**src/rtl/lrf_pkg.sv**
```systemverilog
`default_nettype none
// ----------------------------------------------------------------------------
// lrf_pkg: shared types and constants of the line-fit core
// Status codes, arithmetic unit commands and fixed output formats.
// ----------------------------------------------------------------------------
package lrf_pkg;

    // fit status codes
    typedef enum logic [1:0] {
        FS_OK      = 2'd0,
        FS_X_CONST = 2'd1,
        FS_Y_CONST = 2'd2,
        FS_EXCESS  = 2'd3
    } t_fit_status;

    // arithmetic unit operations
    typedef enum logic {
        MD_MUL = 1'b0,
        MD_DIV = 1'b1
    } t_md_op;

    typedef struct packed {
        logic   start;
        t_md_op op;
    } t_md_cmd;

    typedef struct packed {
        logic done;
    } t_md_stat;

    // output formats
    localparam int OUT_W       = 48;
    localparam int CORR_W      = 32;
    localparam int SAT_BIT     = 47;
    localparam int FRAC_SHIFT  = 17;   // 2^16 scale with a half for rounding
    localparam int CORR_SHIFT  = 62;   // (2^31)^2 for the squared correlation
    localparam int CORR_ONE    = 30;
    localparam int Q_W         = 64;
    localparam int SQRT_STEPS  = 32;
    localparam int SQ_CNT_W    = 5;
    localparam int SQ_REM_W    = 36;
    localparam int QUEUE_DEPTH = 4;

endpackage
`default_nettype wire

```
**src/rtl/lrf_queue.sv**
```systemverilog
`default_nettype none
// ----------------------------------------------------------------------------
// lrf_queue: short queue of sum snapshots
// Decouples the accumulator from the fit engine; holds off new requests
// once no more than one slot is left, which is kept for the pair in flight.
// ----------------------------------------------------------------------------
module lrf_queue #(
    parameter int W = 259
) (
    input  wire logic         i_clk,
    input  wire logic         i_rst_n,
    input  wire logic         i_push,
    input  wire logic [W-1:0] i_din,
    input  wire logic         i_pop,
    output logic [W-1:0]      o_dout,
    output logic              o_empty,
    output logic              o_hold
);
    import lrf_pkg::*;

    localparam int PTR_W = $clog2(QUEUE_DEPTH);
    localparam int CNT_W = $clog2(QUEUE_DEPTH + 1);

    logic [W-1:0]     r_mem [QUEUE_DEPTH];
    logic [PTR_W-1:0] r_wp, r_rp;
    logic [CNT_W-1:0] r_cnt;
    logic             do_pop;

    assign o_empty = r_cnt == '0;
    assign o_hold  = r_cnt >= CNT_W'(QUEUE_DEPTH - 1);
    assign o_dout  = r_mem[r_rp];
    assign do_pop  = i_pop && !o_empty;

    // storage
    always_ff @(posedge i_clk) begin
        if (i_push) begin
            r_mem[r_wp] <= i_din;
        end
    end

    // pointers and fill count
    always_ff @(posedge i_clk) begin
        if (!i_rst_n) begin
            r_wp  <= '0;
            r_rp  <= '0;
            r_cnt <= '0;
        end else begin
            if (i_push) begin
                r_wp <= r_wp + PTR_W'(1);
            end
            if (do_pop) begin
                r_rp <= r_rp + PTR_W'(1);
            end
            r_cnt <= r_cnt + CNT_W'(i_push) - CNT_W'(do_pop);
        end
    end

endmodule
`default_nettype wire

```
**config.mk**
```make
export PLATFORM = sky130hd
export DESIGN_NAME = lrf_queue
export DESIGN_NICKNAME = d
export VERILOG_FILES = /design/src/rtl/lrf_pkg.sv /design/src/rtl/lrf_queue.sv
export SDC_FILE = /design/constraint.sdc
export NUM_CORES = 1
export LEC_CHECK = 0
export ABC_CLOCK_PERIOD_IN_PS = 22500
export BUFFER_PORTS_ARGS = -buffer_cell sky130_fd_sc_hd__buf_2
export CAP_MARGIN = 20
export CORE_MARGIN = 2
export CORE_UTILIZATION = 49
export DETAILED_ROUTE_END_ITERATION = 10
export PLACE_DENSITY = 0.7
export SYNTH_ARGS = -nofsm -noshare
export SYNTH_HDL_FRONTEND = slang
export SYNTH_SLANG_ARGS = --single-unit
```
**constraint.sdc**
```tcl
create_clock -name i_clk -period 22.5 [get_ports i_clk]
set_clock_uncertainty 0.1 [all_clocks]
set_input_delay 1.125 -clock i_clk [delete_from_list [all_inputs] [get_ports i_clk]]
set_output_delay 1.125 -clock i_clk [all_outputs]
set_load 0.02 [all_outputs]
```
# Word level (Yosys, flattened, before mapping)
# Memory sizes are Yosys's and may differ from the RTL's. A register that Yosys moved wholly into a read port is not among the register bits.
# Cells that the tools add are included.
dict set report word_totals {
  regBits 7
  ram_bits 1036
  inputBits 263
  out_inout_bits 261
  word_cells 16
  mem_count 1
}
dict set report classes {
  add_sub_neg 4
  n_lt_le_gt_ge 1
  mux 4
  reduce_logical 3
}
# memory depth word_bits read_ports rd_ports_with_merged_regs wr line
set mem_list {}
lappend mem_list {r_mem 4 259 1 1 1 lrf_queue.sv:24} ;# logic [W-1:0] r_mem [QUEUE_DEPTH];
# cell n
set ops {}
lappend ops {{2-bit by 1-bit adder with 2-bit output (second input constant)} 2}
lappend ops {{2-bit two-way mux} 2}
lappend ops {{3-bit by 1-bit adder with 3-bit output} 1}
lappend ops {{3-bit by 2-bit greater-or-equal comparator with 1-bit output (second input constant)} 1}
lappend ops {{3-bit zero test} 1}
lappend ops {{3-bit by 1-bit subtractor with 3-bit output} 1}
lappend ops {{1-bit two-way mux} 2}
lappend ops {{1-bit logical AND} 1}
lappend ops {{1-bit zero test} 1}

# Depth between registers and ports, before layout
dict set report depth {
  word_depth 5
  ltp_mapped 7
  depth_no_buf 7
}

# Worst setup path before layout
# OpenSTA, ideal clock, no wires.
dict set report synth_path {
  path_type {input port to flip-flop}
  from {in i_push}
  to {mem r_mem[0][0], enable pin}
  setup_time_ns 0.652
  t_arrival_ns 6.978
  setup_slack_ns 14.771
  cell_stages 1
  path_cell_list {and2_1}
}
dict set report synth_between {
  elab_chain_cells 2
}
# item line
set synth_lines {}
lappend synth_lines {{start, declared} lrf_queue.sv:12} ;# input wire logic i_push,
lappend synth_lines {{1-bit two-way mux} lrf_queue.sv:36} ;# if (i_push) begin
lappend synth_lines {{1-bit two-way mux (not written as such)} lrf_queue.sv:37} ;# r_mem[r_wp] <= i_din;
lappend synth_lines {{end, declared} lrf_queue.sv:24}
# Every way passes these cells.

==> metrics list <==
- The flow ran to the end, and the final reports show no timing, DRC or antenna violations.
- Setup Crit Path Kind: flop to primary output
- The worst-case IR drop observed on VDD is 0.0000863 V.
- In this run, post-CTS repair resized a total of 0 instances.
* Cell count after placement: 2,911
- Number of vias in the routed layout: 17,000
* Cell depth of the worst min-delay path: 2
* Switching Fraction: about a quarter
* Root buffer selected by CTS: sky130_fd_sc_hd__clkbuf_16
- Global routing finished with a remaining overflow of 0.
* Worst endpoint data arrival time: 4850 ps
* TritonCTS buffer count: ~110
- Highest-count cells in the layout ignoring fill and taps: sky130_fd_sc_hd__edfxtp_1 (1,036), sky130_fd_sc_hd__buf_2 (523), sky130_fd_sc_hd__mux4_2 (259), sky130_fd_sc_hd__clkbuf_16 (108), sky130_fd_sc_hd__clkbuf_1 (29)
- Per report_power, the clock group accounts for about a third of the total.
- Global routing used 18.6% of the available tracks.
* Final cell count without fillers: 3,124
* Upper clock frequency limit: ~0.16 GHz
- Vertical die dimension: about 280 um
- Slew headroom: 26.0%
- Total leakage power: 14.9 nW
* Number of storage elements in the synthesis netlist: between 1,000 and 1,500
- Synthesis produced 1,401 cells.
- For this design, the CTS-stage hold fixing added 0 buffers.
- In the routed layout, each cell is associated on average with a via count of between 5 and 6.
- In this run the most used layer during global routing was met2.
* Finished Cell Area: between 40,000 and 50,000 sq um
- Combinational Power Share: roughly a fifth
- In this run the mean area of a mapped cell was about 27 sq um.
- Setup_tns: 0 ps
- Setup-failing EPs final: 0
* Wire per inst: 24.0 um
- Once detail routing completed, the nets flagged for antenna violations numbered 0.
* Count of unique library cells instantiated by Yosys: 19
* Post-layout net count: 2,259
* Number of placed I/O pins: 524
* Pre-Repair DR Iteration Count: 5
- Gpl congestion: 0.786
- DRC: 0
- Max-cap violations in this run came to 0.
- After layout, the worst setup slack is around 16,000 ps.
* Net switching power of the design: 0.00127 W
- Along the worst path, the maximum fanout reaches 48.
- Core Box Area: 76,200 sq um
- The die covers 79,500 sq um.
* HPWL after DPL: ~45 mm
- Most frequent standard cell in the layout excluding fill and tap cells: sky130_fd_sc_hd__edfxtp_1
* Clock tree from TritonCTS: done
- Setup repair after global routing left no endpoint under its margin.
- Path class of the lowest-slack min-delay path: flop to flop
- PwrDens: around 110 nW/um^2
- Synth-to-layout area growth: 18.8%
- Number of global-route vias before repair: between 15,000 and 20,000
- The share of total power dissipated in sequential elements is 46.8%.
* Met2 track demand over resource: 30.5%
- Initial antenna violation count: 34
* Final-report max-slew violation count: 0
- The final critical path takes up 27.0% of the cycle.
- Fraction of final layout cells sized beyond drive strength 1: 45.6%
- Count of endpoints failing hold in the final timing report: 0
* Count of standard-cell rows: about 100
* Area of the mapped netlist: 37,900 sq um
- The initial utilization of the core area, before any placement, comes to 49.7%.
- Measured in cells, the most critical reg-to-reg path has a length of 4.
* Clock Sinks: roughly 1,000
- Final critical-path required period: 6070 ps
* Longest Clk Path Bufs: 3
- Pre-CTS setup slack: 16,860 ps
* Clock insertion delay at the later pin of the skew report: approximately 650 ps
* Worst setup SP type: flop
- The die is 282 um wide.
* Met1 GRT Util: 23.2%
* Post-Route WL: 75.1 mm
- Final hold analysis gives a worst-case slack of between 400 and 500 ps.
- In this run the post-CTS setup repair buffer count came out at 0.
- Worst Setup End Kind: primary output
- Pint: 0.00361 W
- Number of fill cells: 5,361
- The H-tree generated during clock tree synthesis spans 3 levels.
- After the first detailed-routing iteration, the DRC count stood at about 1,400.
- Net Count, Synth: 1,672
* Sequential fraction of the synthesis area: roughly 83%
* Maximum number of pins on one net before global-route repair: 144
* Placed instance area: roughly 42,000 sq um
- Yosys printed 0 warnings.
- For the pin with the worst max-slew slack, the measured transition is between 1000 and 1500 ps.
* Wire length of the first global-routing pass: 110 mm
- Clock transition time at the flip-flop clock pins of the worst setup and hold paths: 60 ps
- Required time worst endpoint: 21,270 ps
* Global routing met3 resource utilization: 6.99%
- Number of buffers inserted by port buffering: about 520
==> synth_stat cells, drive strengths merged <==
library cell | instances | area, sq um
buf | 52 | 417
inv | 7 | 26.3
nor2b | 1 | 6.26
o21ai | 1 | 5.00
o311ai | 1 | 8.76
ha | 7 | 87.6
edfxtp | 1036 | 31100
o31a | 1 | 8.76
fa | 1 | 20.0
mux2i | 4 | 40.0
and2 | 8 | 50.1
nand2b | 2 | 12.5
nor3 | 1 | 5.00
xor2 | 2 | 17.5
nand2 | 3 | 11.3
clkbuf | 6 | 22.5
dfxtp | 9 | 180
mux4 | 259 | 5830
==> stage by stage <==
step | utilization [%] | total power (W)
CTS | 59.0 | 0.00494
floorplan | - | 0.00299
finish | 59.0 | 0.00488
global placement | 54.5 | 0.00323
detailed placement | 54.5 | 0.00325
global route | 59.0 | 0.00506
==> final timing paths <==
kind	startpoint	end	slack [ps]
worst min-delay path	r_rp[1]	flop	400
worst max register to register	r_wp[0]	r_mem[2][249]	19720
worst max-delay path	flop	o_dout[74]	16430
worst min register to register	r_rp[1]	flop	400
==> flip-flops by register name, summed over array words and instances, names as in the netlist, named ones only <==
register	count
r_rp	2
r_wp	2
r_mem	1036
r_cnt	3
==> power groups by stage <==
| stage | clock network [W] | logic, W | registers (W) |
|---|---|---|---|
| 2_1_floorplan | 0 | 0.000667 | 0.00232 |
| 3_3_place_gp | 0 | 0.000913 | 0.00232 |
| 3_5_place_dp | 0 | 0.000922 | 0.00233 |
| 4_1_cts | 0.00173 | 0.000928 | 0.00229 |
| 5_1_grt | 0.00180 | 0.000968 | 0.00229 |
| 6_report | 0.00169 | 0.000907 | 0.00228 |
==> logic make-up after synthesis <==
group	share of synthesized area, %
buffers and inverters	1.23
adders and majority gates	0.284
muxes	15.5
AOI/OAI and AO/OA	0.0595
xor gates and xnor gates	0.0463
and+or+nand+nor	0.225
DFF	82.6
==> critical path, cell delays in order, from the launching register on <==
cell                      delay, ps
sky130_fd_sc_hd__dfxtp_4        720
sky130_fd_sc_hd__buf_4          830
sky130_fd_sc_hd__buf_4          830
sky130_fd_sc_hd__buf_4          860
sky130_fd_sc_hd__mux4_2         650
sky130_fd_sc_hd__buf_2          180
==> layer usage <==
layer / part of all wire [%] / up-vias
met1: 37 / 8909
met5: 0.25 / -
met4: 2.3 / 30
li1: - / 7304
met2: 51 / 646
met3: 9.2 / 142
==> area by class of cell <==
class / count / area (sq um) / area share [%]
inverter: 7 / 26.3 / 0.0584
sequential: 1045 / 31300 / 69.6
antenna: 16 / 40.0 / 0.0890
clock buffer: 137 / 2810 / 6.25
tap: 1030 / 1290 / 2.86
timing repair buffer: 538 / 2790 / 6.21
multi-input combinational: 291 / 6120 / 13.6
clock inverter: 60 / 614 / 1.37
Power figures use the tool's default switching activity.
