`src/rtl/lrf_pkg.sv`:
```
`default_nettype none
// ----------------------------------------------------------------------------
// lrf_pkg: shared types and constants of the line-fit core
// Status codes, arithmetic unit commands and fixed output formats.
// ----------------------------------------------------------------------------
package lrf_pkg;

    // fit status codes
    typedef enum logic [1:0] {
        FS_OK      = 2'd0,
        FS_X_CONST = 2'd1,
        FS_Y_CONST = 2'd2,
        FS_EXCESS  = 2'd3
    } t_fit_status;

    // arithmetic unit operations
    typedef enum logic {
        MD_MUL = 1'b0,
        MD_DIV = 1'b1
    } t_md_op;

    typedef struct packed {
        logic   start;
        t_md_op op;
    } t_md_cmd;

    typedef struct packed {
        logic done;
    } t_md_stat;

    // output formats
    localparam int OUT_W       = 48;
    localparam int CORR_W      = 32;
    localparam int SAT_BIT     = 47;
    localparam int FRAC_SHIFT  = 17;   // 2^16 scale with a half for rounding
    localparam int CORR_SHIFT  = 62;   // (2^31)^2 for the squared correlation
    localparam int CORR_ONE    = 30;
    localparam int Q_W         = 64;
    localparam int SQRT_STEPS  = 32;
    localparam int SQ_CNT_W    = 5;
    localparam int SQ_REM_W    = 36;
    localparam int QUEUE_DEPTH = 4;

endpackage
`default_nettype wire

```
`src/rtl/lrf_front.sv`:
```
`default_nettype none
// ----------------------------------------------------------------------------
// lrf_front: sample accumulator
// Squares and products in one stage, exact sums in the next; a last pair
// sends a snapshot of the sums to the queue and clears them.
// ----------------------------------------------------------------------------
module lrf_front #(
    parameter int MAX_SAMPLES = 1024,
    parameter int SAMPLE_BITS = 24,
    parameter int N_W         = 11,
    parameter int S1_W        = 35,
    parameter int S2_W        = 59,
    parameter int REC_W       = 259
) (
    input  wire logic             i_clk,
    input  wire logic             i_rst_n,
    input  wire logic             i_valid,
    input  wire logic [23:0]      i_x_sample,
    input  wire logic [23:0]      i_y_sample,
    input  wire logic             i_is_last,
    input  wire logic             i_hold,
    output logic                  o_push,
    output logic [REC_W-1:0]      o_rec
);
    import lrf_pkg::*;

    localparam int P_W = 2 * SAMPLE_BITS;
    localparam logic [N_W-1:0] CNT_MAX  = N_W'(MAX_SAMPLES);
    localparam logic [N_W-1:0] CNT_OVER = N_W'(MAX_SAMPLES + 1);

    logic                   accept;
    logic                   r_s1_v;
    logic                   r_s1_last;
    logic [SAMPLE_BITS-1:0] r_x, r_y;
    logic [P_W-1:0]         r_xx, r_yy, r_xy;

    logic [N_W-1:0]  r_cnt, n_cnt;
    logic [S1_W-1:0] r_sx, r_sy, n_sx, n_sy;
    logic [S2_W-1:0] r_sxx, r_syy, r_sxy, n_sxx, n_syy, n_sxy;
    logic            add;

    assign accept = i_valid && !i_hold;

    // product stage
    always_ff @(posedge i_clk) begin
        if (!i_rst_n) begin
            r_s1_v <= 1'b0;
        end else begin
            r_s1_v <= accept;
        end
        if (accept) begin
            r_s1_last <= i_is_last;
            r_x       <= i_x_sample[SAMPLE_BITS-1:0];
            r_y       <= i_y_sample[SAMPLE_BITS-1:0];
            r_xx      <= i_x_sample[SAMPLE_BITS-1:0] * i_x_sample[SAMPLE_BITS-1:0];
            r_yy      <= i_y_sample[SAMPLE_BITS-1:0] * i_y_sample[SAMPLE_BITS-1:0];
            r_xy      <= i_x_sample[SAMPLE_BITS-1:0] * i_y_sample[SAMPLE_BITS-1:0];
        end
    end

    // running sums, held once the count limit is passed
    always_comb begin
        add   = r_cnt < CNT_MAX;
        n_cnt = add ? r_cnt + N_W'(1) : CNT_OVER;
        n_sx  = add ? r_sx + S1_W'(r_x) : r_sx;
        n_sy  = add ? r_sy + S1_W'(r_y) : r_sy;
        n_sxx = add ? r_sxx + S2_W'(r_xx) : r_sxx;
        n_syy = add ? r_syy + S2_W'(r_yy) : r_syy;
        n_sxy = add ? r_sxy + S2_W'(r_xy) : r_sxy;
    end

    assign o_push = r_s1_v && r_s1_last;
    assign o_rec  = {!add, n_cnt, n_sx, n_sy, n_sxx, n_syy, n_sxy};

    always_ff @(posedge i_clk) begin
        if (!i_rst_n || (r_s1_v && r_s1_last)) begin
            r_cnt <= '0;
            r_sx  <= '0;
            r_sy  <= '0;
            r_sxx <= '0;
            r_syy <= '0;
            r_sxy <= '0;
        end else if (r_s1_v) begin
            r_cnt <= n_cnt;
            r_sx  <= n_sx;
            r_sy  <= n_sy;
            r_sxx <= n_sxx;
            r_syy <= n_syy;
            r_sxy <= n_sxy;
        end
    end

endmodule
`default_nettype wire

```
`config.mk`:
```
export PLATFORM = sky130hd
export DESIGN_NAME = lrf_front
export DESIGN_NICKNAME = d
export VERILOG_FILES = /design/src/rtl/lrf_pkg.sv /design/src/rtl/lrf_front.sv
export SDC_FILE = /design/constraint.sdc
export NUM_CORES = 2
export LEC_CHECK = 0
export ABC_AREA = 1
export BUFFER_PORTS_ARGS = -buffer_cell sky130_fd_sc_hd__buf_4
export CORE_MARGIN = 3
export CORE_UTILIZATION = 35
export DETAILED_ROUTE_END_ITERATION = 6
export HOLD_SLACK_MARGIN = 0.08
export PLACE_DENSITY = 0.58
export SLEW_MARGIN = 20
export SYNTH_ARGS = -nofsm -noshare
export SYNTH_HDL_FRONTEND = slang
export SYNTH_SLANG_ARGS = --single-unit
```
`constraint.sdc`:
```
create_clock -name i_clk -period 13.1 [get_ports i_clk]
set_clock_uncertainty 0.05 [all_clocks]
set_input_delay 2.62 -clock i_clk [delete_from_list [all_inputs] [get_ports i_clk]]
set_output_delay 2.62 -clock i_clk [all_outputs]
set_load 0.02 [all_outputs]
```
## Word level (Yosys, flattened, before mapping)

Cells that the tools add are included.

| word-level totals | value |
|---|---|
| register bits after elaboration | 452 |

| operators by class | value |
|---|---|
| $mul | 3 |
| magnitude comparators | 1 |
| reduce and logical (&&, ||, !) cells | 6 |
| add/subtract/negate cells | 6 |
| mux-type cells | 6 |

Operators with widths:

| kind | count |
|---|---|
| $add 59x48->59 | 3 |
| $mux 59 | 3 |
| $mul 24x24->48 | 3 |
| $add 35x24->35 | 2 |
| $mux 35 | 2 |
| $add 11x1->11 const B | 1 |
| $lt 11x11->1 const B | 1 |
| $mux 11 | 1 |
| $logic_not 1->1 | 3 |
| $logic_and 1x1->1 | 2 |
| $logic_or 1x1->1 | 1 |

## Depth between registers and ports, before layout

| logic depth | value |
|---|---|
| word-level depth | 2 |
| depth in mapped cells | 31 |
| depth with buffers taken out | 29 |

## Worst setup path after synthesis

No wires, ideal clock.

| path | value |
|---|---|
| path type | input to register |
| start | in i_valid |
| end | reg r_s1_last (enable) |
| library setup time | 0.747 ns |
| cell stages on the path | 2 |
| path buffers | 0 |
| arrival time | 10.599 ns |
| setup slack | 1.704 ns |
| cells stage by stage | inv_1 > nor2_1 |

| between the ends | value |
|---|---|
| word-level cells in the longest chain between the ends | 1 |

RTL lines:

| item | line | text |
|---|---|---|
| from (decl) | lrf_front.sv:17 | `input wire logic i_valid,` |
| $logic_and 1x1->1 | lrf_front.sv:42 | `assign accept = i_valid && !i_hold;` |
| via accept | lrf_front.sv:31 | `logic accept;` |
| to (signal assigned) | lrf_front.sv:52 | `r_s1_last <= i_is_last;` |
| to (decl) | lrf_front.sv:33 | `logic r_s1_last;` |

The timed path passes the listed nets, and every way through them passes these cells.
A chain may end at the register's enable or synchronous reset.

## Worst setup path in the final report

| path | value |
|---|---|
| start | in i_y_sample[10] |
| end | reg r_xy[44] (data pin) |

| between the ends | value |
|---|---|
| word-level cells in the longest chain between the ends | 1 |

RTL lines:

| item | line | text |
|---|---|---|
| from (decl) | lrf_front.sv:19 | `input wire logic [23:0] i_y_sample,` |
| $mul 24x24->48 | lrf_front.sv:57 | `r_xy <= i_x_sample[SAMPLE_BITS-1:0] * i_y_sample[SAMPLE_BITS-1:0];` |
| to (signal assigned) | lrf_front.sv:57 |  |
| to (decl) | lrf_front.sv:35 | `logic [P_W-1:0] r_xx, r_yy, r_xy;` |

Every way passes these cells.

==> out/qor.yml <==
clock_network:
  post_cts_buffers: 0
  clk_latency_ns: 0.68
  cts_buffer_depth: 3
  post_cts_resize_count: 0
  hold_buffers: 0
  cts_buffers: 51
  path_clk_slew_ns: 0.07
  cts_tree: "done"
  cts.sinks: 448
  htree_levels: 2
  cts_root_buf: "clkbuf_16"
routing:
  dr_wl_met2_mm: 128
  routed.top_layer: "met5"
  drt-total-wl_mm: 293
  drc: 0
  routedWlPerCell_um: 18.0
  viasPerCell: 4.78
  firstDrtPassIters: 6
  vias: 77900
  wl_met1_mm: 141
  antenna_left: 0
  initialDrtViolationCount: 5848
  wl_met3_mm: 18.5
final_layout:
  drive_gt1_share_pct: 4.72
  finalNonFillerCells: 16300
  mostFrequentLayoutCells: "inv_1 (3,522), nand2_1 (3,440), fa_1 (1,330)"
  area_growth_pct: 7.98
  mostFrequentLayoutCell: "inv_1"
  nets: 15000
worst_setup_path:
  critPathMaxStageDelay_ns: 0.65
  cp.arrival_ns: 9.43
  critPathTopFamily: "adder cells"
  start_kind: "input port"
  crit_slowest_cell: "buf_4"
  end_kind: "register"
  cp.buffers_inverters: 9
  worstPathRequired_ns: 13.43
  crit_fanout: 48
  worstSetupPathType: "input port to register"
place:
  post-place-ws_ns: 3.43
  numPlacedInstances: 16200
  globalplace.congestion: 0.973
  dpl.hpwl_mm: 234
  port_buffers: 312
run:
  maxCapViolCount: 0
sta:
  relSlewSlack_pct: 36.5
  drv_slew: 0
  finalHoldViolations: 0
  tightest_slew_ns: 0.952
  min_period_over_period_pct: 69.5
  fin_ws_ns: 4.00
  period_needed_ns: 9.10
  max_freq_mhz: 110
  setup_viol: 0
  tns_ns: 0
  rsz0062_at_grt: "false"
global_routing:
  grt_max_degree: 139
  grt_first_pass_wirelength_mm: 456
  track_usage_pct: 22.2
  antenna_found_initial: 10
  overflow: 0
  first_global_vias: 76700
min_path:
  hp-class: "register to register"
synthesis:
  ys_types: 58
  synth-main-ff-cell: "dfxtp_1"
  yosysSeqAreaShare_pct: 12.1
  synth_area_um2: 90000
  synth_seq_cells: 448
  synth_cells: 12900
  synthesis.nets: 15000
  synthArstFlopShare_pct: 0
  avgSynthCellArea_um2: 6.99
  yosys_warnings: 0
  synth_edf_count: 189
floorplan:
  dieArea_um2: 263000
  pin_count: 313
  initial_core_util_pct: 35.3
  die_w_um: 513
  rows: 185
  fp.coreArea_um2: 255000
  die_h_um: 513
outcome:
  status: "finished clean"
==> registers in the layout, indices dropped and copies added, names as in the netlist, 35 cells and up <==
name and flops:
r_yy 46, r_sxx 59, r_sy 35, r_xy 48, r_sxy 59, r_sx 35
r_xx 46, r_syy 59
==> worst register-to-register path: stages, from the launching register on <==
cell and delay (ns):
dfxtp_4 0.59, inv_8 0.72, buf_4 0.86, o21ai_0 0.47, inv_1 0.16, nand2_1 0.06, nand2_1 0.08, nand3_1 0.07
nand2_1 0.09, inv_1 0.04
==> layer usage <==
| metal | track usage (%) | up-vias |
|---|---|---|
| li1 | - | 37900 |
| met1 | 33.3 | 37600 |
| met2 | 34.7 | 2114 |
| met3 | 2.03 | 218 |
| met4 | 4.32 | 4 |
| met5 | 0 | - |
==> synthesized netlist by cell type, types with 5 or more instances <==
| cell type | instances | area share (%) |
|---|---|---|
| dfxtp_1 | 259 | 5.8 |
| a21oi_1 | 464 | 2.6 |
| buf_1 | 111 | 0.46 |
| nor2_1 | 854 | 3.6 |
| inv_1 | 3523 | 15 |
| nand2_1 | 3440 | 14 |
| o21bai_1 | 48 | 0.40 |
| nor4_2 | 12 | 0.17 |
| and3_1 | 8 | 0.056 |
| o21a_1 | 17 | 0.14 |
| a21o_1 | 36 | 0.30 |
| a211oi_1 | 7 | 0.058 |
| or2_1 | 28 | 0.19 |
| edfxtp_1 | 189 | 6.3 |
| nand3b_1 | 57 | 0.48 |
| ha_1 | 711 | 9.9 |
| xnor2_1 | 78 | 0.76 |
| a31oi_1 | 34 | 0.24 |
| nor3_2 | 12 | 0.13 |
| fa_1 | 1330 | 30 |
| nand4_1 | 60 | 0.42 |
| nand3_1 | 542 | 3.0 |
| or2_2 | 24 | 0.17 |
| o211ai_1 | 10 | 0.083 |
| buf_2 | 40 | 0.22 |
| nor2_2 | 27 | 0.19 |
| o21ai_0 | 306 | 1.7 |
| nor3_1 | 52 | 0.29 |
| o21ai_2 | 7 | 0.068 |
| xor2_1 | 116 | 1.1 |
| clkbuf_1 | 231 | 0.96 |
| a21oi_2 | 7 | 0.068 |
| nor4_1 | 22 | 0.15 |
| inv_2 | 18 | 0.075 |
| and2_1 | 5 | 0.035 |
| nand2_2 | 32 | 0.22 |
| a21boi_0 | 7 | 0.058 |
| nand3_2 | 18 | 0.20 |
| o21ai_1 | 91 | 0.51 |
==> worst paths after layout <==
check,startpoint,endpoint,slack (ns),depth (start not counted)
worst max register to register,r_cnt[10],r_syy[53],9.82,9
worst min-delay path,r_cnt[9],r_cnt[9],0.46,2
worst min register to register,r_cnt[9],r_cnt[9],0.46,2
worst max-delay path,i_y_sample[10],r_xy[44],4.00,25
==> through the flow <==
step                      util, %  hold slack, ns  instance area [um^2]
after global placement       37.4           0.447                 95400
after global routing         38.1           0.487                 97200
after detailed placement     37.4           0.457                 95400
after floorplan                 -           0.422                 90000
final                        38.1           0.464                 97200
after CTS                    38.1           0.466                 97200
==> final cells by class <==
| class | instances | area [um^2] |
|---|---|---|
| Clock inverter | 27 | 287 |
| Sequential cell | 448 | 10900 |
| Antenna cell | 5 | 12.5 |
| Tap cell | 3366 | 4210 |
| Fill cell | 27300 | 158000 |
| Multi-Input combinational cell | 8491 | 64300 |
| Timing Repair Buffer | 349 | 2650 |
| Inverter | 3542 | 13300 |
| Clock buffer | 69 | 1480 |
==> cell families (layout without fill, tap and decap cells) <==
family                     count (synthesis)  after routing  share of synthesized area [%]
and+or+nand+nor                         5205           5205                           23.8
buffers and inverters                   3926           3987                           16.4
adders and majority gates               2041           2041                           39.5
AOI/OAI and AO/OA                       1051           1051                           6.37
DFF                                      448            448                           12.1
xor gates and xnor gates                 194            194                           1.89
other                                      0              5                              0
Power is left out: the tool's default activity adds up to more than one toggle a clock period on the data nets, which glitch-free logic cannot reach.
