$ cat config.mk
export PLATFORM = sky130hd
export DESIGN_NAME = lrf_muldiv
export DESIGN_NICKNAME = d
export VERILOG_FILES = /design/src/rtl/lrf_pkg.sv /design/src/rtl/lrf_muldiv.sv
export SDC_FILE = /design/constraint.sdc
export NUM_CORES = 2
export LEC_CHECK = 0
export BUFFER_PORTS_ARGS = -buffer_cell sky130_fd_sc_hd__buf_2
export CAP_MARGIN = 20
export CORE_MARGIN = 5
export CORE_UTILIZATION = 68
export CTS_BUF_LIST = sky130_fd_sc_hd__clkbuf_4 sky130_fd_sc_hd__clkbuf_8
export CTS_CLUSTER_SIZE = 20
export DETAILED_ROUTE_END_ITERATION = 8
export PLACE_DENSITY = 0.95
export SYNTH_ARGS = -nofsm -noshare
export SYNTH_HDL_FRONTEND = slang
export SYNTH_SLANG_ARGS = --single-unit
$ cat constraint.sdc
create_clock -name i_clk -period 28.8 [get_ports i_clk]
set_input_delay 5.76 -clock i_clk [delete_from_list [all_inputs] [get_ports i_clk]]
set_output_delay 5.76 -clock i_clk [all_outputs]
set_load 0.01 [all_outputs]
$ cat src/rtl/lrf_pkg.sv
`default_nettype none
// ----------------------------------------------------------------------------
// lrf_pkg: shared types and constants of the line-fit core
// Status codes, arithmetic unit commands and fixed output formats.
// ----------------------------------------------------------------------------
package lrf_pkg;

    // fit status codes
    typedef enum logic [1:0] {
        FS_OK      = 2'd0,
        FS_X_CONST = 2'd1,
        FS_Y_CONST = 2'd2,
        FS_EXCESS  = 2'd3
    } t_fit_status;

    // arithmetic unit operations
    typedef enum logic {
        MD_MUL = 1'b0,
        MD_DIV = 1'b1
    } t_md_op;

    typedef struct packed {
        logic   start;
        t_md_op op;
    } t_md_cmd;

    typedef struct packed {
        logic done;
    } t_md_stat;

    // output formats
    localparam int OUT_W       = 48;
    localparam int CORR_W      = 32;
    localparam int SAT_BIT     = 47;
    localparam int FRAC_SHIFT  = 17;   // 2^16 scale with a half for rounding
    localparam int CORR_SHIFT  = 62;   // (2^31)^2 for the squared correlation
    localparam int CORR_ONE    = 30;
    localparam int Q_W         = 64;
    localparam int SQRT_STEPS  = 32;
    localparam int SQ_CNT_W    = 5;
    localparam int SQ_REM_W    = 36;
    localparam int QUEUE_DEPTH = 4;

endpackage
`default_nettype wire

$ cat src/rtl/lrf_muldiv.sv
`default_nettype none
// ----------------------------------------------------------------------------
// lrf_muldiv: iterative wide multiplier and divider
// Shift-and-add multiply ending when the multiplier runs out of ones;
// restoring divide giving one quotient bit per cycle.
// ----------------------------------------------------------------------------
module lrf_muldiv #(
    parameter int WW = 212
) (
    input  wire logic              i_clk,
    input  wire logic              i_rst_n,
    input  wire lrf_pkg::t_md_cmd  i_cmd,
    input  wire logic [WW-1:0]     i_op_a,
    input  wire logic [WW-1:0]     i_op_b,
    output lrf_pkg::t_md_stat      o_stat,
    output logic [WW-1:0]          o_result
);
    import lrf_pkg::*;

    localparam int CW = $clog2(WW);

    logic          r_act, r_done;
    t_md_op        r_op;
    logic [WW-1:0] r_a, r_b, r_acc, r_rem;
    logic [CW-1:0] r_cnt;
    logic [WW:0]   rem_sh;
    logic          ge;

    // trial subtraction of the divide step
    always_comb begin
        rem_sh = {r_rem, r_a[WW-1]};
        ge     = rem_sh >= {1'b0, r_b};
    end

    always_ff @(posedge i_clk) begin
        if (!i_rst_n) begin
            r_act  <= 1'b0;
            r_done <= 1'b0;
        end else begin
            r_done <= 1'b0;
            if (i_cmd.start) begin
                r_act <= 1'b1;
                r_op  <= i_cmd.op;
                r_a   <= i_op_a;
                r_b   <= i_op_b;
                r_acc <= '0;
                r_rem <= '0;
                r_cnt <= '0;
            end else if (r_act) begin
                if (r_op == MD_MUL) begin
                    if (r_b == '0) begin
                        r_act  <= 1'b0;
                        r_done <= 1'b1;
                    end else begin
                        if (r_b[0]) begin
                            r_acc <= r_acc + r_a;
                        end
                        r_a <= r_a << 1;
                        r_b <= r_b >> 1;
                    end
                end else begin
                    r_rem <= ge ? WW'(rem_sh - {1'b0, r_b}) : rem_sh[WW-1:0];
                    r_a   <= {r_a[WW-2:0], ge};
                    r_cnt <= r_cnt + CW'(1);
                    if (r_cnt == CW'(WW - 1)) begin
                        r_act  <= 1'b0;
                        r_done <= 1'b1;
                    end
                end
            end
        end
    end

    assign o_stat.done = r_done;
    assign o_result    = (r_op == MD_DIV) ? r_a : r_acc;

endmodule
`default_nettype wire

**Yosys cells after proc, flatten, opt, wreduce, memory -nomap -nowiden**

Cells that the tools add are included.

- Register bits: 859
- Bits in latches: 0
- RAM bits: 0
- Bits in read-only memories: 0
- Bits of input ports: 428
- Output and inout bits: 213
- Word-level logic and storage cells: 54
- Memories: 0

- Add/subtract/negate cells: 3
- $mul: 0
- Div/mod/pow operators: 0
- $lt $le $gt $ge: 1
- Equal/unequal tests: 4
- Shift operators: 0
- Multiplexer cells: 26
- Bitwise gates (word level): 2
- Reductions and logical operators: 10

Operators by type and width:

| cell | number |
|---|---|
| $mux W212 | 16 |
| $ge A213 B212 Y1 | 1 |
| $add A212 B212 Y212 | 1 |
| $logic_not A212 Y1 | 1 |
| $sub A212 B212 Y212 | 1 |
| $mux W8 | 2 |
| $add A8 B1 Y8 const B | 1 |
| $eq A8 B8 Y1 const B | 1 |
| $mux W1 | 8 |
| $reduce_and A3 Y1 | 2 |
| $reduce_bool A2 Y1 | 3 |
| $reduce_and A5 Y1 | 1 |
| $ne A2 B2 Y1 const B | 2 |
| $reduce_and A4 Y1 | 1 |
| $ne A3 B3 Y1 const B | 1 |
| $reduce_or A3 Y1 | 1 |
| $not A1 Y1 | 2 |
| $reduce_and A2 Y1 | 1 |

**Depth between registers and ports, before layout**

- Depth in word-level cells: 5
- Depth in mapped cells: 18
- Depth with buffers taken out: 16

**Worst setup path before layout**

No wires, ideal clock.

- Kind: input-to-reg
- Start: input port i_cmd[1] (netlist bit)
- End: register r_cnt[0] (enable)
- Setup time: 0.829 ns
- Arrival: 16.362 ns
- Data required time: 27.971 ns
- Slack: 11.609 ns
- Stages: 5
- Path through: clkbuf_1 -> clkbuf_1 -> clkbuf_1 -> a21oi_1 -> nor2b_1

- Word-level cells in the longest chain between the ends: 2
- Elaborated cells between the ends (all ways): 3

RTL lines:

| what | line | source |
|---|---|---|
| start, declared | lrf_muldiv.sv:12 | `input wire lrf_pkg::t_md_cmd i_cmd,` |
| $reduce_bool A2 Y1 (no line) | -- |  |
| $reduce_and A3 Y1 (no line) (*) | -- |  |
| end signal, assigned | lrf_muldiv.sv:64 | `r_cnt <= r_cnt + CW'(1);` |
| end, declared | lrf_muldiv.sv:25 | `logic [CW-1:0] r_cnt;` |

Every way passes the cells marked *; elsewhere a longest branch is shown, timed or not.
A chain may end at the register's enable or synchronous reset.

**Worst setup path in the final report**

- Start: register r_op
- End: output port o_result[39]

- Word-level cells in the longest chain between the ends: 1

RTL lines:

| what | line | source |
|---|---|---|
| start, declared | lrf_muldiv.sv:23 | `t_md_op r_op;` |
| start signal, assigned | lrf_muldiv.sv:43 | `r_op <= i_cmd.op;` |
| $mux W212 | lrf_muldiv.sv:75 | `assign o_result = (r_op == MD_DIV) ? r_a : r_acc;` |
| end, declared | lrf_muldiv.sv:16 | `output logic [WW-1:0] o_result` |

Every way passes these cells.

==> flow_metrics.py <==
metrics = {
    "finish": {
        "layout-drive-gt1-share_pct": 17.1,
        "final_common_cell": "nand2_1",
        "fin_nets": 9156,
        "syn2layout_area_growth_pct": 10.1,
        "mostFrequentLayoutCells": "nand2_1 (1089), a21oi_1 (911), edfxtp_1 (857)",
        "fill_cells": 6875,
        "design_area_mm2": 0.0753,
    },
    "logic_synthesis": {
        "ys_async_sr_fraction_pct": 0,
        "synthCells": 7900,
        "yosysSeqAreaShare_pct": 37.7,
        "synth-seq-cells": 859,
        "synth_warnings": 0,
        "synth_edf_count": 857,
        "ys.flop_type": "edfxtp_1",
        "syn_avg_cell_area_um2": 8.66,
        "synth_area_mm2": 0.0684,
        "synth_cell_type_count": 102,
        "synthesis.nets": 8754,
    },
    "critical_path": {
        "worstSetupEndpoint": "o_result[39]",
        "r2r_cells": 15,
        "path_cells": "buf_4 > buf_4 > buf_4 > mux2_2 > buf_2",
        "cp.required_ns": 23.04,
        "slowest_stage": "buf_4",
        "endpoint_kind": "primary output",
        "cpMostUsedCell": "buf_4",
        "rrSetupSlack_ns": 21.79,
        "crit_path_max_fanout": 85,
        "cp-start-kind": "flop",
        "path_buf_inv": 4,
        "reg2reg_from": "r_a[211]",
        "crit_arrival_ns": 4.55,
        "crit-reg2reg-capture": "r_a[0]",
        "critical_path_class": "flop to primary output",
        "startpoint": "r_op",
        "worstSetupPathDepth": 5,
        "path_delay_family": "buffers and inverters",
        "worst_path_largest_cell_delay_ns": 0.93,
    },
    "power": {
        "sw_frac_of_total_pct": 36.7,
        "p_leak_uw": 0.0297,
        "pwr-share-clk_pct": 30.4,
        "total_power_uw": 4350,
        "power_density_mw_per_mm2": 57.7,
        "ir_worst_vdd_uv": 54.2,
        "p_seq_share_pct": 36.9,
        "p_comb_share_pct": 32.7,
        "power.switching_uw": 1600,
        "p_int_uw": 2750,
    },
    "detailed_routing": {
        "detail-route-antenna-nets": 0,
        "vias": 68700,
        "routed_wl_um": 262000,
        "firstDrtPassIters": 9,
        "drt_iter0_markers": 10200,
        "remaining_drc_errors": 1,
        "vias_per_cell": 7.06,
        "wl_per_cell_um": 26.9,
    },
    "status": {
        "violations": "design-rule violations",
        "run_status": "finished with violations",
    },
    "timing": {
        "maxSlewHeadroom_pct": 14.6,
        "fin_crit_ns": 10.31,
        "final_max_slew_viol_count": 0,
        "fin_setup_tns_ns": 0,
        "worst_slack_ns": 18.49,
        "hold_viol": 0,
        "setup_violations": 0,
        "rsz0062_at_grt": "false",
        "fin_crit_sh_pct": 35.8,
        "tightest_slew_ns": 1.27,
        "finClkSkew_ns": 0.0468,
        "fmax_ghz": 0.0970,
    },
    "floorplan": {
        "ios": 641,
        "dieWidth_um": 327,
        "core-area_mm2": 0.100,
        "dieArea_mm2": 0.107,
        "rows": 116,
        "start_util_pct": 68.4,
        "die_h_um": 327,
    },
    "cts": {
        "insertion_delay_ns": 0.90,
        "cts_root_buf": "clkbuf_8",
        "cts_buffers": 154,
        "clk_pin_slew_ns": 0.07,
        "cts_tree": "built",
        "ctsHoldBuffers": 0,
        "cts_max_level": 4,
        "clk_path_buf_depth": 3,
        "post-cts-setup-buffers": 0,
        "cts_resized": 0,
        "cts_sinks": 859,
    },
    "min_path": {
        "hp-class": "flop to flop",
        "hold_depth": 2,
    },
    "global_route": {
        "grt_antenna_before_repair": 24,
        "grt_usage_pct": 46.7,
        "grt_pass1_wl_um": 388000,
        "grt_max_degree": 158,
        "grt_overflow": 0,
        "grt_pass1_vias": 64700,
    },
    "placed_design": {
        "io_buffers": 640,
        "post-place-ws_ns": 18.34,
        "hpwl_um": 198000,
        "placed_cell_area_mm2": 0.0719,
        "gp_congestion": 1.07,
    },
    "run": {
        "max-cap-violations": 0,
    },
}
## power groups by stage
stage | Clock, µW | Sequential (µW) | Combinational, µW
after floorplan | 0 | 1590 | 966
after global placement | 0 | 1610 | 1310
after detailed placement | 0 | 1620 | 1340
after CTS | 1310 | 1600 | 1370
after global routing | 1370 | 1610 | 1510
final | 1320 | 1610 | 1420
## Yosys cell counts (all sizes together) (9+ instances only)
cell type	count	share of area [%]
clkbuf	380	2.1
nor2	712	3.9
nand4	281	2.6
ha	424	7.8
nor3	127	0.94
a211oi	74	0.85
and2	17	0.16
nor2b	26	0.24
o21a	69	0.76
xnor2	244	3.1
a21boi	41	0.46
o21bai	146	1.6
a211o	11	0.14
a31oi	59	0.56
o211ai	26	0.29
or2	31	0.28
mux2	427	7.0
and3	16	0.15
a2111oi	9	0.18
a21o	188	2.1
nor4	118	1.1
nand3	94	0.70
o31ai	42	0.48
o21ai	656	4.8
xor2	161	2.1
a21oi	915	6.7
inv	366	2.0
nand2	1090	6.0
o221ai	16	0.20
edfxtp	857	38
or3	34	0.32
buf	59	0.45
nand2b	30	0.27
a221oi	19	0.24
o22ai	9	0.082
## final cells by class
| cell class | count | area, µm² | share of cell area (%) |
|---|---|---|---|
| Multi-Input combinational cell | 6236 | 39600 | 52.5 |
| Sequential cell | 859 | 25800 | 34.2 |
| Timing Repair Buffer | 685 | 3560 | 4.73 |
| Clock buffer | 189 | 2440 | 3.24 |
| Tap cell | 1298 | 1620 | 2.16 |
| Inverter | 366 | 1370 | 1.82 |
| Clock inverter | 82 | 921 | 1.22 |
| Antenna cell | 15 | 37.5 | 0.0499 |
## stage by stage
step / utilization [%] / hold slack (ns) / std cells
floorplan: - / 0.451 / 7900
global placement: 71.9 / 0.500 / 9442
CTS: 75.2 / 0.559 / 9715
detailed placement: 71.9 / 0.509 / 9444
finish: 75.3 / 0.560 / 9730
global route: 75.3 / 0.583 / 9722
## kinds of logic after synthesis
group	count (synthesis)	share of synthesized area [%]
AOI/OAI and AO/OA	2364	20.7
muxes	427	7.03
and+or+nand+nor	2614	17.1
xor gates and xnor gates	405	5.19
DFF	859	37.7
buffers and inverters	805	4.54
adders and majority gates	426	7.82
## per-layer routing
| layer | vias to the layer above | part of all wire (%) | global-route usage (%) |
|---|---|---|---|
| li1 | 29800 | - | - |
| met1 | 31800 | 35 | 57.6 |
| met2 | 5695 | 43 | 72.0 |
| met3 | 1427 | 13 | 12.0 |
| met4 | 20 | 9.0 | 32.3 |
| met5 | - | 0.068 | 0.362 |
## flip-flops by register name (all words and copies together), names as in the netlist
register and count:
r_op 1, r_rem 212, r_act 1, r_acc 212, r_a 212, r_cnt 8, o_stat 1, r_b 212
## worst min-delay path: cells and delay by family, from the launching register on
| kind | cells | cell delay (ns) |
|---|---|---|
| flops | 1 | 0.35 |
| simple gates | 1 | 0.06 |
| compound gates | 1 | 0.06 |
## worst min-delay path by stage
stage	from	to	slack, ns
6_report	r_rem[210]	r_rem[211]	0.56
5_1_grt	r_rem[210]	r_rem[211]	0.58
4_1_cts	r_rem[210]	r_rem[211]	0.56
3_5_place_dp	r_act	o_stat	0.51
3_3_place_gp	r_act	o_stat	0.50
2_1_floorplan	r_act	o_stat	0.45
(Power assumes the default switching activity.)
